==> config.mk <==
export PLATFORM = sky130hd
export DESIGN_NAME = bcm_led_panel_scan_sequencer_top_flat
export DESIGN_NICKNAME = d
export VERILOG_FILES = /design/src/sv/bcmscan_pkg.sv /design/src/sv/bcmscan_if.sv /design/src/sv/bcmscan_front.sv /design/src/sv/bcmscan_fifo.sv /design/src/sv/bcmscan_back.sv /design/src/sv/bcm_led_panel_scan_sequencer_top.sv /design/src/flat_wrapper.sv
export SDC_FILE = /design/constraint.sdc
export NUM_CORES = 2
export LEC_CHECK = 0
export BUFFER_PORTS_ARGS = -buffer_cell sky130_fd_sc_hd__buf_2
export CAP_MARGIN = 40
export CORE_ASPECT_RATIO = 0.75
export CORE_MARGIN = 4
export CORE_UTILIZATION = 40
export CTS_CLUSTER_DIAMETER = 80
export DETAILED_ROUTE_END_ITERATION = 7
export PLACE_DENSITY = 0.62
export RECOVER_POWER = 100
export SYNTH_ARGS = -nofsm -noshare
export SYNTH_HDL_FRONTEND = slang
export SYNTH_SLANG_ARGS = --single-unit
==> constraint.sdc <==
create_clock -name clk -period 17.5 [get_ports clk]
set_input_delay 0.875 -clock clk [delete_from_list [all_inputs] [get_ports clk]]
set_output_delay 0.875 -clock clk [all_outputs]
set_load 0.01 [all_outputs]
==> src/sv/bcmscan_pkg.sv <==
package bcmscan_pkg;

  // configuration port
  localparam int CFG_IDX_W  = 3;
  localparam int CFG_DATA_W = 24;

  // register widths
  localparam int BASE_W     = 24;
  localparam int BRIGHT_W   = 8;
  localparam int PLANES_W   = 3;
  localparam int ROWS_W     = 6;
  localparam int OVH_W      = 16;
  localparam int ROWLEN_W   = 13;

  // result field widths
  localparam int MAIN_W     = 26;
  localparam int OEPER_W    = 27;
  localparam int OECMP_W    = 26;
  localparam int MUXROW_W   = 5;
  localparam int PLANEIDX_W = 2;
  localparam int ROWIDX_W   = 5;
  localparam int OFFS_W     = 17;

  // register reset values
  localparam int BASE_RST        = 1000;
  localparam int BRIGHT_RST      = 200;
  localparam int PLANE_COUNT_RST = 4;
  localparam int ROW_COUNT_RST   = 16;
  localparam int OVH_RST         = 0;
  localparam int ROWLEN_RST      = 64;

  // defaults for the top level parameters
  localparam int DEF_MAX_ROWS    = 32;
  localparam int DEF_MAX_PLANES  = 4;
  localparam int DEF_QUEUE_DEPTH = 2;

  // brightness scale is 2^8 - 1, so the divide folds base-256 digits
  localparam int DIV_RADIX_W = 8;
  localparam int BRIGHT_FULL = (1 << DIV_RADIX_W) - 1;
  localparam int OVH_SCALE   = 10;
  localparam int ROW_LEN_MAX = 4096;

  typedef enum logic [CFG_IDX_W-1:0] {
    REG_BASE_CYCLE    = 3'd0,
    REG_BRIGHTNESS    = 3'd1,
    REG_PLANE_COUNT   = 3'd2,
    REG_ROW_COUNT     = 3'd3,
    REG_TICK_OVERHEAD = 3'd4,
    REG_ROW_LENGTH    = 3'd5
  } cfg_reg_t;

  typedef struct packed {
    logic [BASE_W-1:0]   base_cycle_length;
    logic [BRIGHT_W-1:0] brightness_level;
    logic [PLANES_W-1:0] plane_count;
    logic [ROWS_W-1:0]   row_count;
    logic [OVH_W-1:0]    tick_overhead;
    logic [ROWLEN_W-1:0] row_length;
  } cfg_t;

  typedef struct packed {
    logic empty;
    logic full;
  } q_status_t;

  // result fields that are settled before the on-time divide
  typedef struct packed {
    logic [MAIN_W-1:0]     main_period;
    logic [OEPER_W-1:0]    oe_period;
    logic                  mux_update;
    logic [MUXROW_W-1:0]   mux_row;
    logic [PLANEIDX_W-1:0] plane_index;
    logic [ROWIDX_W-1:0]   row_index;
    logic                  front_buffer;
    logic [OFFS_W-1:0]     row_offset;
  } res_tail_t;

endpackage

==> src/sv/bcmscan_if.sv <==
interface bcmscan_tick_if;
  logic valid;
  logic ready;
  logic swap_request;

  modport source (output valid, output swap_request, input ready);
  modport sink (input valid, input swap_request, output ready);
endinterface

interface bcmscan_result_if;
  import bcmscan_pkg::*;

  logic                  valid;
  logic                  ready;
  logic [MAIN_W-1:0]     main_period;
  logic [OEPER_W-1:0]    oe_period;
  logic [OECMP_W-1:0]    oe_compare;
  logic                  mux_update;
  logic [MUXROW_W-1:0]   mux_row;
  logic [PLANEIDX_W-1:0] plane_index;
  logic [ROWIDX_W-1:0]   row_index;
  logic                  front_buffer;
  logic [OFFS_W-1:0]     row_offset;

  modport source (output valid, output main_period, output oe_period, output oe_compare,
                  output mux_update, output mux_row, output plane_index, output row_index,
                  output front_buffer, output row_offset, input ready);
  modport sink (input valid, input main_period, input oe_period, input oe_compare,
                input mux_update, input mux_row, input plane_index, input row_index,
                input front_buffer, input row_offset, output ready);
endinterface

==> src/sv/bcmscan_front.sv <==
module bcmscan_front #(
  parameter int MAX_ROWS   = bcmscan_pkg::DEF_MAX_ROWS,
  parameter int MAX_PLANES = bcmscan_pkg::DEF_MAX_PLANES,
  parameter int EW         = 16
) (
  input  logic                   clk,
  input  logic                   rst,
  input  bcmscan_pkg::cfg_t      cfg,
  input  bcmscan_pkg::q_status_t qstat,
  bcmscan_tick_if.sink           tick,
  output logic                   push,
  output logic [EW-1:0]          entry
);
  import bcmscan_pkg::*;

  localparam int PCW = (MAX_PLANES > 1) ? $clog2(MAX_PLANES) : 1;
  localparam int RCW = (MAX_ROWS > 1) ? $clog2(MAX_ROWS) : 1;

  localparam int NP_RAW = (PLANE_COUNT_RST == 0) ? 1 :
                          (PLANE_COUNT_RST == 3) ? 4 : PLANE_COUNT_RST;
  localparam int NP_RST = (NP_RAW > MAX_PLANES) ? MAX_PLANES : NP_RAW;
  localparam int NR_RAW = (ROW_COUNT_RST == 0) ? 1 : ROW_COUNT_RST;
  localparam int NR_RST = (NR_RAW > MAX_ROWS) ? MAX_ROWS : NR_RAW;

  logic [PCW-1:0] plane_counter, plane_counter_next;
  logic [RCW-1:0] row_counter, row_counter_next;
  logic           swap_pending, swap_pending_next;
  logic           back_select, back_select_next;

  logic [PLANES_W-1:0] p_raw;
  logic [ROWS_W-1:0]   r_raw;
  logic [PCW:0]        np;
  logic [RCW:0]        nr;
  logic [PCW:0]        pc_inc;
  logic [RCW:0]        rc_inc;
  logic                plane_wrap, row_wrap, sp, swap, halve, upd;
  logic [MUXROW_W-1:0] mux_row;

  assign tick.ready = !qstat.full;
  assign push = tick.valid && tick.ready;

  always_comb begin
    if (cfg.plane_count == '0) begin
      p_raw = PLANES_W'(1);
    end else if (cfg.plane_count == PLANES_W'(3)) begin
      p_raw = PLANES_W'(4);
    end else begin
      p_raw = cfg.plane_count;
    end
    np = (p_raw > MAX_PLANES) ? (PCW+1)'(MAX_PLANES) : (PCW+1)'(p_raw);

    r_raw = (cfg.row_count == '0) ? ROWS_W'(1) : cfg.row_count;
    nr = (r_raw > MAX_ROWS) ? (RCW+1)'(MAX_ROWS) : (RCW+1)'(r_raw);

    // a pending request may be joined by this tick's request
    sp = swap_pending | tick.swap_request;

    pc_inc = (PCW+1)'(plane_counter) + 1'b1;
    rc_inc = (RCW+1)'(row_counter) + 1'b1;
    plane_wrap = (pc_inc >= np);
    row_wrap = plane_wrap && (rc_inc >= nr);

    plane_counter_next = plane_wrap ? '0 : PCW'(pc_inc);
    if (!plane_wrap) begin
      row_counter_next = row_counter;
    end else if (row_wrap) begin
      row_counter_next = '0;
    end else begin
      row_counter_next = RCW'(rc_inc);
    end

    swap = row_wrap && sp;
    back_select_next = back_select ^ swap;
    swap_pending_next = sp && !swap;

    // single plane drives select lines every tick with the old row
    upd = 1'b0;
    mux_row = '0;
    if (np == (PCW+1)'(1)) begin
      upd = 1'b1;
      mux_row = MUXROW_W'(row_counter);
    end else if (!plane_wrap && pc_inc == (PCW+1)'(1)) begin
      upd = 1'b1;
      mux_row = MUXROW_W'(row_counter);
    end

    halve = (plane_counter == '0) && (np != (PCW+1)'(1));

    entry = {plane_counter, halve, upd, mux_row, PLANEIDX_W'(plane_counter_next),
             row_counter_next, ~back_select_next};
  end

  always_ff @(posedge clk) begin
    if (rst) begin
      plane_counter <= PCW'(NP_RST - 1);
      row_counter <= RCW'(NR_RST - 1);
      swap_pending <= 1'b0;
      back_select <= 1'b0;
    end else if (push) begin
      plane_counter <= plane_counter_next;
      row_counter <= row_counter_next;
      swap_pending <= swap_pending_next;
      back_select <= back_select_next;
    end
  end

endmodule

==> src/sv/bcmscan_fifo.sv <==
module bcmscan_fifo #(
  parameter int W     = 16,
  parameter int DEPTH = bcmscan_pkg::DEF_QUEUE_DEPTH
) (
  input  logic                   clk,
  input  logic                   rst,
  input  logic                   push,
  input  logic [W-1:0]           wdata,
  input  logic                   pop,
  output logic [W-1:0]           rdata,
  output bcmscan_pkg::q_status_t qstat
);
  import bcmscan_pkg::*;

  localparam int AW = (DEPTH > 1) ? $clog2(DEPTH) : 1;
  localparam int CW = $clog2(DEPTH + 1);

  logic [W-1:0]  slots [DEPTH];
  logic [AW-1:0] wptr, rptr;
  logic [CW-1:0] count;
  logic          do_push, do_pop;

  assign qstat.empty = (count == '0);
  assign qstat.full = (count == CW'(DEPTH));
  assign do_push = push && !qstat.full;
  assign do_pop = pop && !qstat.empty;
  assign rdata = slots[rptr];

  always_ff @(posedge clk) begin
    if (do_push) begin
      slots[wptr] <= wdata;
    end
  end

  always_ff @(posedge clk) begin
    if (rst) begin
      wptr <= '0;
      rptr <= '0;
      count <= '0;
    end else begin
      if (do_push) begin
        wptr <= (wptr == AW'(DEPTH - 1)) ? '0 : wptr + 1'b1;
      end
      if (do_pop) begin
        rptr <= (rptr == AW'(DEPTH - 1)) ? '0 : rptr + 1'b1;
      end
      if (do_push && !do_pop) begin
        count <= count + 1'b1;
      end else if (do_pop && !do_push) begin
        count <= count - 1'b1;
      end
    end
  end

endmodule

==> src/sv/bcmscan_back.sv <==
module bcmscan_back #(
  parameter int MAX_ROWS   = bcmscan_pkg::DEF_MAX_ROWS,
  parameter int MAX_PLANES = bcmscan_pkg::DEF_MAX_PLANES,
  parameter int EW         = 16
) (
  input  logic              clk,
  input  logic              rst,
  input  bcmscan_pkg::cfg_t cfg,
  input  logic              q_valid,
  input  logic [EW-1:0]     q_data,
  output logic              q_take,
  bcmscan_result_if.source  result
);
  import bcmscan_pkg::*;

  localparam int PCW     = (MAX_PLANES > 1) ? $clog2(MAX_PLANES) : 1;
  localparam int RCW     = (MAX_ROWS > 1) ? $clog2(MAX_ROWS) : 1;
  localparam int PSH_MAX = (MAX_PLANES > 1) ? MAX_PLANES - 2 : 0;
  localparam int PERW    = BASE_W + PSH_MAX;
  localparam int PRW     = PERW + BRIGHT_W;
  localparam int OFW     = RCW + ROWLEN_W;

  // entry fields
  logic [PCW-1:0]        e_pc;
  logic                  e_halve, e_upd, e_front;
  logic [MUXROW_W-1:0]   e_mrow;
  logic [PLANEIDX_W-1:0] e_plane;
  logic [RCW-1:0]        e_row;

  assign {e_pc, e_halve, e_upd, e_mrow, e_plane, e_row, e_front} = q_data;

  logic en;
  logic out_valid;

  assign en = !out_valid || result.ready;
  assign q_take = en;

  // stage 1: period, timer reloads, row offset
  logic [PERW-1:0]     period_c, ovh_x;
  logic [PERW-1:0]     main_c;
  logic [PERW:0]       oeper_c;
  logic [ROWLEN_W-1:0] len_c;
  logic [OFW-1:0]      offs_c;
  res_tail_t           tail_c;

  always_comb begin
    if (e_pc == '0) begin
      period_c = PERW'(cfg.base_cycle_length);
    end else begin
      period_c = PERW'(cfg.base_cycle_length) << (e_pc - 1'b1);
    end
    ovh_x = PERW'(cfg.tick_overhead);
    main_c = (period_c > ovh_x) ? period_c - ovh_x : '0;
    oeper_c = (PERW+1)'(period_c) +
              (PERW+1)'(cfg.tick_overhead) * (PERW+1)'(OVH_SCALE);
    len_c = (cfg.row_length > ROWLEN_W'(ROW_LEN_MAX)) ? ROWLEN_W'(ROW_LEN_MAX)
                                                      : cfg.row_length;
    offs_c = OFW'(e_row) * OFW'(len_c);

    tail_c.main_period = MAIN_W'(main_c);
    tail_c.oe_period = OEPER_W'(oeper_c);
    tail_c.mux_update = e_upd;
    tail_c.mux_row = e_mrow;
    tail_c.plane_index = e_plane;
    tail_c.row_index = ROWIDX_W'(e_row);
    tail_c.front_buffer = e_front;
    tail_c.row_offset = OFFS_W'(offs_c);
  end

  logic            v1, v2, v3;
  logic [PERW-1:0] period1;
  logic            halve1, halve2, halve3;
  res_tail_t       tail1, tail2, tail3, tail4;
  logic [PRW-1:0]  prod2;
  logic [PRW-1:0]  q3, y3;
  logic [OECMP_W-1:0] oe_cmp4;

  // x = 255*q + y is kept; each fold moves the high digits of y into q
  logic [PRW-1:0] ya, qa, yb, qb;
  logic [PRW-1:0] yc, qc, yd, qd, qf;

  always_comb begin
    qa = prod2 >> DIV_RADIX_W;
    ya = qa + PRW'(prod2[DIV_RADIX_W-1:0]);
    qb = qa + (ya >> DIV_RADIX_W);
    yb = (ya >> DIV_RADIX_W) + PRW'(ya[DIV_RADIX_W-1:0]);

    qc = q3 + (y3 >> DIV_RADIX_W);
    yc = (y3 >> DIV_RADIX_W) + PRW'(y3[DIV_RADIX_W-1:0]);
    qd = qc + (yc >> DIV_RADIX_W);
    yd = (yc >> DIV_RADIX_W) + PRW'(yc[DIV_RADIX_W-1:0]);
    // residue is now below twice the divisor
    qf = (yd >= PRW'(BRIGHT_FULL)) ? qd + 1'b1 : qd;
  end

  always_ff @(posedge clk) begin
    if (en) begin
      period1 <= period_c;
      halve1 <= e_halve;
      tail1 <= tail_c;

      prod2 <= PRW'(period1) * PRW'(cfg.brightness_level);
      halve2 <= halve1;
      tail2 <= tail1;

      q3 <= qb;
      y3 <= yb;
      halve3 <= halve2;
      tail3 <= tail2;

      oe_cmp4 <= OECMP_W'(halve3 ? (qf >> 1) : qf);
      tail4 <= tail3;
    end
  end

  always_ff @(posedge clk) begin
    if (rst) begin
      v1 <= 1'b0;
      v2 <= 1'b0;
      v3 <= 1'b0;
      out_valid <= 1'b0;
    end else if (en) begin
      v1 <= q_valid;
      v2 <= v1;
      v3 <= v2;
      out_valid <= v3;
    end
  end

  assign result.valid = out_valid;
  assign result.main_period = tail4.main_period;
  assign result.oe_period = tail4.oe_period;
  assign result.oe_compare = oe_cmp4;
  assign result.mux_update = tail4.mux_update;
  assign result.mux_row = tail4.mux_row;
  assign result.plane_index = tail4.plane_index;
  assign result.row_index = tail4.row_index;
  assign result.front_buffer = tail4.front_buffer;
  assign result.row_offset = tail4.row_offset;

endmodule

==> src/sv/bcm_led_panel_scan_sequencer_top.sv <==
// throughput: one tick per cycle while the result output is not stalled, set by the
// 4-stage period and on-time pipeline
// a short queue between the counter front end and the pipeline absorbs output stalls
// reset: registers take their defaults, plane and row counters start at the last
// plane and row, swap request and buffer select clear; no clearing pass
module bcm_led_panel_scan_sequencer_top #(
  parameter int MAX_ROWS    = bcmscan_pkg::DEF_MAX_ROWS,
  parameter int MAX_PLANES  = bcmscan_pkg::DEF_MAX_PLANES,
  parameter int QUEUE_DEPTH = bcmscan_pkg::DEF_QUEUE_DEPTH
) (
  input  logic                             clk,
  input  logic                             rst,
  input  logic                             cfg_we,
  input  logic [bcmscan_pkg::CFG_IDX_W-1:0]  cfg_index,
  input  logic [bcmscan_pkg::CFG_DATA_W-1:0] cfg_data,
  bcmscan_tick_if.sink                     tick,
  bcmscan_result_if.source                 result
);
  import bcmscan_pkg::*;

  localparam int PCW = (MAX_PLANES > 1) ? $clog2(MAX_PLANES) : 1;
  localparam int RCW = (MAX_ROWS > 1) ? $clog2(MAX_ROWS) : 1;
  localparam int EW  = PCW + RCW + 3 + MUXROW_W + PLANEIDX_W;

  cfg_t      cfg;
  q_status_t qstat;
  logic          push, q_take;
  logic [EW-1:0] entry, q_data;

  always_ff @(posedge clk) begin
    if (rst) begin
      cfg.base_cycle_length <= BASE_W'(BASE_RST);
      cfg.brightness_level <= BRIGHT_W'(BRIGHT_RST);
      cfg.plane_count <= PLANES_W'(PLANE_COUNT_RST);
      cfg.row_count <= ROWS_W'(ROW_COUNT_RST);
      cfg.tick_overhead <= OVH_W'(OVH_RST);
      cfg.row_length <= ROWLEN_W'(ROWLEN_RST);
    end else if (cfg_we) begin
      unique case (cfg_reg_t'(cfg_index))
        REG_BASE_CYCLE:    cfg.base_cycle_length <= cfg_data[BASE_W-1:0];
        REG_BRIGHTNESS:    cfg.brightness_level <= cfg_data[BRIGHT_W-1:0];
        REG_PLANE_COUNT:   cfg.plane_count <= cfg_data[PLANES_W-1:0];
        REG_ROW_COUNT:     cfg.row_count <= cfg_data[ROWS_W-1:0];
        REG_TICK_OVERHEAD: cfg.tick_overhead <= cfg_data[OVH_W-1:0];
        REG_ROW_LENGTH:    cfg.row_length <= cfg_data[ROWLEN_W-1:0];
        default: ;
      endcase
    end
  end

  bcmscan_front #(
    .MAX_ROWS(MAX_ROWS),
    .MAX_PLANES(MAX_PLANES),
    .EW(EW)
  ) u_front (
    .clk(clk),
    .rst(rst),
    .cfg(cfg),
    .qstat(qstat),
    .tick(tick),
    .push(push),
    .entry(entry)
  );

  bcmscan_fifo #(
    .W(EW),
    .DEPTH(QUEUE_DEPTH)
  ) u_fifo (
    .clk(clk),
    .rst(rst),
    .push(push),
    .wdata(entry),
    .pop(q_take),
    .rdata(q_data),
    .qstat(qstat)
  );

  bcmscan_back #(
    .MAX_ROWS(MAX_ROWS),
    .MAX_PLANES(MAX_PLANES),
    .EW(EW)
  ) u_back (
    .clk(clk),
    .rst(rst),
    .cfg(cfg),
    .q_valid(!qstat.empty),
    .q_data(q_data),
    .q_take(q_take),
    .result(result)
  );

  a_reset_no_result: assert property (@(posedge clk) rst |=> !result.valid)
    else $error("result valid right after reset");

  a_queue_status: assert property (@(posedge clk) disable iff (rst)
    !(qstat.empty && qstat.full))
    else $error("queue reports empty and full at once");

  // select lines move only on the tick that enters plane 1, or every tick with one plane
  a_mux_plane: assert property (@(posedge clk) disable iff (rst)
    result.valid && result.mux_update && result.plane_index != PLANEIDX_W'(1)
      |-> result.plane_index == '0)
    else $error("row select update on an unexpected plane");

endmodule
==> src/flat_wrapper.sv <==
// flat-port wrapper written by rule: the top's interface ports become plain ports
module bcm_led_panel_scan_sequencer_top_flat import bcmscan_pkg::*;
#(
  parameter int MAX_ROWS    = bcmscan_pkg::DEF_MAX_ROWS,
  parameter int MAX_PLANES  = bcmscan_pkg::DEF_MAX_PLANES,
  parameter int QUEUE_DEPTH = bcmscan_pkg::DEF_QUEUE_DEPTH
)
  (clk, rst, cfg_we, cfg_index, cfg_data, tick_valid, tick_swap_request, tick_ready, result_valid, result_main_period, result_oe_period, result_oe_compare, result_mux_update, result_mux_row, result_plane_index, result_row_index, result_front_buffer, result_row_offset, result_ready);
  bcmscan_tick_if tick_i ();
  bcmscan_result_if result_i ();
  input  logic clk;
  input  logic rst;
  input  logic cfg_we;
  input  logic [bcmscan_pkg::CFG_IDX_W-1:0] cfg_index;
  input  logic [bcmscan_pkg::CFG_DATA_W-1:0] cfg_data;
  input wire logic [$bits(tick_i.valid)-1:0] tick_valid;
  input wire logic [$bits(tick_i.swap_request)-1:0] tick_swap_request;
  output wire logic [$bits(tick_i.ready)-1:0] tick_ready;
  output wire logic [$bits(result_i.valid)-1:0] result_valid;
  output wire logic [$bits(result_i.main_period)-1:0] result_main_period;
  output wire logic [$bits(result_i.oe_period)-1:0] result_oe_period;
  output wire logic [$bits(result_i.oe_compare)-1:0] result_oe_compare;
  output wire logic [$bits(result_i.mux_update)-1:0] result_mux_update;
  output wire logic [$bits(result_i.mux_row)-1:0] result_mux_row;
  output wire logic [$bits(result_i.plane_index)-1:0] result_plane_index;
  output wire logic [$bits(result_i.row_index)-1:0] result_row_index;
  output wire logic [$bits(result_i.front_buffer)-1:0] result_front_buffer;
  output wire logic [$bits(result_i.row_offset)-1:0] result_row_offset;
  input wire logic [$bits(result_i.ready)-1:0] result_ready;
  assign tick_i.valid = tick_valid;
  assign tick_i.swap_request = tick_swap_request;
  assign tick_ready = tick_i.ready;
  assign result_valid = result_i.valid;
  assign result_main_period = result_i.main_period;
  assign result_oe_period = result_i.oe_period;
  assign result_oe_compare = result_i.oe_compare;
  assign result_mux_update = result_i.mux_update;
  assign result_mux_row = result_i.mux_row;
  assign result_plane_index = result_i.plane_index;
  assign result_row_index = result_i.row_index;
  assign result_front_buffer = result_i.front_buffer;
  assign result_row_offset = result_i.row_offset;
  assign result_i.ready = result_ready;
  bcm_led_panel_scan_sequencer_top #(.MAX_ROWS(MAX_ROWS), .MAX_PLANES(MAX_PLANES), .QUEUE_DEPTH(QUEUE_DEPTH)) u_core (.clk(clk), .rst(rst), .cfg_we(cfg_we), .cfg_index(cfg_index), .cfg_data(cfg_data), .tick(tick_i), .result(result_i));
endmodule
* After elaboration in Yosys (flattened, before gate mapping) *
Memory sizes are Yosys's and may differ from the RTL's. A register that Yosys moved wholly into a read port is not among the register bits.
Index checks and enable logic that the tools add are counted.

operators by class
  bitwise logic cells = 3
  muxes and demuxes = 24
  order comparisons = 7
  reduce and logical (&&, ||, !) cells = 31
  shift operators = 1
  add/sub/neg operators = 17
  multipliers = 3
  equality and inequality tests = 10

operator list
  kind                   number
  $add 26x8->27          2
  $mux 26                2
  $add 19x8->20          2
  $mul 26x8->34          1
  $add 26x19->27         1
  $add 26x20->27         1
  $add 27x1->27 const B  1
  $add 27x19->27         1
  $add 27x26->27         1
  $mux 27                1
  $gt 26x16->1           1
  $shl 24x2->26          1
  $sub 26x16->26         1
  $ge 20x8->1 const B    1
  $mux 5                 4
  $mul 16x3->19 const B  1
  $mul 5x13->17          1
  $gt 13x13->1 const B   1
  $mux 13                1
  $mux 6                 2
  $reduce_and 2->1       6
  $logic_and 1x1->1      10
  $eq 3x1->1 const B     3
  $eq 3x2->1 const B     3
  24 further kinds       47

word-level totals
  bits in writable memories = 34
  output and inout port bits = 112
  register bits after elaboration = 573
  input bits = 33
  memories = 1

memory list
  name                 words  bits a word  rd ports  clocked after Yosys merged registers in  write ports  RTL line            text
  u_core.u_fifo.slots  2      17           1         1                                        1            bcmscan_fifo.sv:18  logic [W-1:0] slots [DEPTH];

* Longest topological paths before layout *
  depth in word-level cells = 10
  gate-level depth with buffers = 26
  mapped depth without buffers = 24

* Hierarchy *
A second synthesis with hierarchy kept.

second synthesis, totals
  cells, all modules = 3088
  area total of the unflattened synthesis = 35975.8 um2

by module, submodules not included
  module                            instances  cells each  area each (um2)
  bcmscan_back                      1          2620        30783.3
  bcm_led_panel_scan_sequencer_top  1          273         2889.0
  bcmscan_fifo                      1          78          1442.6
  bcmscan_front                     1          117         860.8

* Worst setup path before layout *
Ideal clock, no wire load.

  path kind = input port to flip-flop
  start point = input result_ready
  end point = register u_core.u_fifo.count[1]
  cell stages on the path = 7
  slack = 3902 ps
  arrival = 13527 ps
  path through = nor2b_1 > inv_1 > o21ai_0 > ha_1 > xor2_1 > or3_1 > a21oi_1

on the way
  longest elaborated chain between the ends = 5

RTL lines
  element                                      RTL line            text
  from (decl)                                  flat_wrapper.sv:29  input wire logic [$bits(result_i.ready)-1:0] result_ready;
  $logic_or 1x1->1 (*)                         bcmscan_back.sv:35  assign en = !out_valid || result.ready;
  $logic_and 1x1->1 (*)                        bcmscan_fifo.sv:26  assign do_pop = pop && !qstat.empty;
  $logic_not 1->1                              bcmscan_fifo.sv:47  if (do_push && !do_pop) begin
  $logic_and 1x1->1                            bcmscan_fifo.sv:47
  $mux 2 or $reduce_bool 2->1 (tied branches)  --
  to (signal assigned)                         bcmscan_fifo.sv:48  count <= count + 1'b1;
  to (signal assigned)                         bcmscan_fifo.sv:50  count <= count - 1'b1;
  to (decl)                                    bcmscan_fifo.sv:20  logic [CW-1:0] count;

Mark *: on every way between the ends. The rest lies on a longest branch, timed or not.
A chain may end at the register's enable or synchronous reset.

* Worst setup path after layout *
  start point = register u_core.u_back.out_valid (netlist: u_core.u_back.result.valid)
  end point = register u_core.u_back.tail4 (netlist bit u_core.u_back.result.main_period[23]) (enable)

on the way
  longest elaborated chain between the ends = 2

RTL lines
  element                 RTL line             text
  from (decl)             bcmscan_back.sv:33   logic out_valid;
  from (signal assigned)  bcmscan_back.sv:126  out_valid <= v3;
  $logic_not 1->1         bcmscan_back.sv:35
  $logic_or 1x1->1        bcmscan_back.sv:35
  to (signal assigned)    bcmscan_back.sv:112  tail4 <= tail3;
  to (decl)               bcmscan_back.sv:73   res_tail_t tail1, tail2, tail3, tail4;

No other way between the ends.

==> flow_summary_export.csv <==
group,metric,value,unit
clock_tree,ctsResizeCount,0,
clock_tree,clock_latency,0.63,ns
grt,grt_start_max_net_pins,182,
logic_synthesis,synth_edf_count,505,
critical_path,path_class,"flip-flop to flip-flop",
logic_synthesis,yosysSeqAreaShare,47.5,%
die,fp.dieW,352,um
clock_tree,clk_path_buf_depth,3,
timing,whs,0.412,ns
route,routed_wl,78.2,mm
grt,grt_usage,16.4,%
critical_path,required,17.45,ns
route,first_iter_violations,1551,
timing,hold_viol,0,
logic_synthesis,synth_area_leaders,"edfxtp_1 (43%), fa_1 (11%), ha_1 (7.9%)",
logic_synthesis,syn_area_per_cell,11.2,um2
flow_run,maxCapViolCount,9,
logic_synthesis,synth-main-ff-cell,"edfxtp_1",
outcome,status,"finished with violations",
cells_and_area,fin_nets,3782,
pwr,p_total,7.09,mW
logic_synthesis,ys_types,102,
logic_synthesis,yosysMostFrequentCell,"edfxtp_1",
grt,grt_antenna_before_repair,2,
timing,setup_viol,0,
pwr,swShare,39.0,%
place,pre_cts_slack,11.20,ns
route,post_drt_wl_per_cell,17.2,um
pwr,p_sw,2.77,mW
pwr,ir_worst_vdd,150,uV
timing,maxSlewViolCount,583,
die,start_util,40.5,%
pwr,power.leakage,16.9,nW
critical_path,crit_arrival,10.16,ns
route,drt-pass1-iter-count,5,
timing,slew_headroom,-495,%
cells_and_area,n_antenna_cell,0,
cells_and_area,fillers,8287,
logic_synthesis,synth-seq-cells,593,
pwr,power.share.clock,18.4,%
logic_synthesis,synth_common_cells,"edfxtp_1 (505), nand2_1 (439), inv_1 (277)",
logic_synthesis,syn_inst,3175,
die,io_pins,145,
timing,finalSetupTns,0,ns
grt,grt_pass1_wl,125,mm
clock_tree,cts_tree,"built",
cells_and_area,syn_to_final_growth,11.0,%
die,row_count,94,
critical_path,end_kind,"flip-flop",
place,gp_congestion,0.855,
logic_synthesis,syn_nets,3622,
clock_tree,clock_sinks,593,
logic_synthesis,synth_top_cell_by_area,"edfxtp_1",
logic_synthesis,yosysTopAreaCellShare,42.6,%
timing,clock.fmax,97.9,MHz
outcome,violations,"capacitance limit, slew limit",
pwr,cellPowerDensity,180,mW/mm2
timing,fin_ws,7.29,ns
cells_and_area,drive_above_1_share,6.00,%
pwr,internal_power,4.33,mW
route,vias,23300,
route,viasPerCell,5.13,
place,portBuffers,144,
clock_tree,htreeDepth,2,
clock_tree,hold_buffers,0,
grt,first_global_vias,22700,
grt,grt_overflow,0,
place,dp_hpwl,58.5,mm
critical_path,start_kind,"flip-flop",
pwr,p_comb_share,46.4,%
clock_tree,cts.clk_slew.worst_paths,0.06,ns
die,dieArea,0.0939,mm2
timing,layout_min_cycle_time,10.21,ns
clock_tree,cts_made_buffers,60,
die,die_h,266,um
clock_tree,cts.root.buffer_cell,"clkbuf_16",
route,drcViolationCount,0,
critical_path,worstPathMaxFanout,181,
die,core-area,0.0880,mm2
logic_synthesis,syn_area,0.0356,mm2
logic_synthesis,yosys_warnings,0,
timing,tightest_slew,8.93,ns
timing,finalCritPeriodShare,58.4,%
logic_synthesis,async_reset_ff_share,0,%
timing,rsz0062_at_grt,"false",
clock_tree,post_cts_buffers,0,
pwr,p_seq_share,35.2,%
timing,skew,0.0234,ns
route,postRouteAntennaNets,0,
hold_path,min_path_type,"flip-flop to flip-flop",
## path summary, 6_finish.rpt
path	start	to	slack, ns	depth (start not counted)
setup / recovery	u_core.u_back.result.valid$_SDFFE_PP0N_	u_core.u_back.result.main_period[23]$_DFFE_PN_	7.29	3
hold / removal	u_core.u_back.tail1[61]$_SDFFCE_PP0N_	u_core.u_back.tail2[61]$_DFFE_PN_	0.41	0
setup reg to reg	u_core.u_back.result.valid$_SDFFE_PP0N_	u_core.u_back.result.main_period[23]$_DFFE_PN_	7.29	3
hold reg to reg	u_core.u_back.tail1[61]$_SDFFCE_PP0N_	u_core.u_back.tail2[61]$_DFFE_PN_	0.41	0
## metal layers
layer | part of all wire [%] | wire length [um] | vias to the layer above | global-route usage (%)
li1 | - | - | 11400 | -
met4 | 1.5 | 1210 | 2 | 3.31
met3 | 5.8 | 4570 | 90 | 3.15
met2 | 43 | 33900 | 534 | 24.7
met1 | 49 | 38500 | 11300 | 24.9
met5 | 0.017 | 13 | - | 0
## cell type report
type | count | area [um2] | share of cell area, %
Tap cell | 1152 | 1440 | 3.65
Sequential cell | 593 | 16900 | 42.9
Multi-Input combinational cell | 2222 | 17200 | 43.6
Clock inverter | 40 | 420 | 1.06
Timing Repair Buffer | 178 | 853 | 2.16
Clock buffer | 73 | 1600 | 4.05
Inverter | 280 | 1050 | 2.66
## through the flow
step | utilization (%) | instances | instance area (um2)
finish | 44.9 | 4538 | 39500
global route | 44.9 | 4538 | 39500
CTS | 45.3 | 4538 | 39900
detailed placement | 43.0 | 4425 | 37800
global placement | 42.7 | 4412 | 37600
floorplan | - | 3175 | 35600
## power groups by stage
stage / Clock [mW] / Sequential, mW / Combinational [mW]
final: 1.30 / 2.50 / 3.29
after floorplan: 0 / 2.46 / 2.48
after global routing: 1.40 / 2.55 / 3.72
after CTS: 1.34 / 2.50 / 3.39
after global placement: 0 / 2.52 / 3.31
after detailed placement: 0 / 2.52 / 3.36
## cells in the final DEF, fill, tap and decap left out, types with 134 or more instances in the layout
master / instances
nand2_1: 439
clkbuf_1: 141
a21oi_1: 168
xnor2_1: 134
nor2_1: 189
inv_1: 277
ha_1: 224
fa_1: 190
edfxtp_1: 505
## registers in the layout (all words and copies together), names as in the netlist, 2 cells and up, named ones only
signal	flops
u_core.u_back.q3	27
u_core.cfg	70
u_core.u_back.result.main_period	26
u_core.u_front.row_counter	5
u_core.u_back.result.mux_row	5
u_core.u_back.tail3	84
u_core.u_back.period1	26
u_core.u_fifo.slots	34
u_core.u_back.prod2	34
u_core.u_back.y3	20
u_core.u_front.plane_counter	2
u_core.u_back.tail1	83
u_core.u_back.result.plane_index	2
u_core.u_back.tail2	84
u_core.u_back.result.row_offset	17
u_core.u_back.result.row_index	5
u_core.u_back.result.oe_compare	26
u_core.u_back.result.oe_period	27
u_core.u_fifo.count	2
## kinds of logic (layout without fill, tap and decap cells)
| logic type | Yosys count | in the layout | synth area share, % |
|---|---|---|---|
| multiplexers | 56 | 56 | 1.67 |
| adder cells (fa/ha/maj) | 415 | 415 | 18.6 |
| AO/OA/AOI/OAI | 515 | 515 | 9.51 |
| flip-flops | 593 | 593 | 47.5 |
| other | 1 | 1 | 0.0105 |
| AND/OR/NAND/NOR | 1042 | 1042 | 13.9 |
| buffers and inverters | 360 | 571 | 3.98 |
| XOR/XNOR | 193 | 193 | 4.75 |
## critical path: stages (launching register included)
cell and delay (ns):
dfxtp_1 0.30, nor2b_1 0.17, clkinvlp_2 2.41, clkbuf_1 6.40
(Power assumes the default switching activity.)
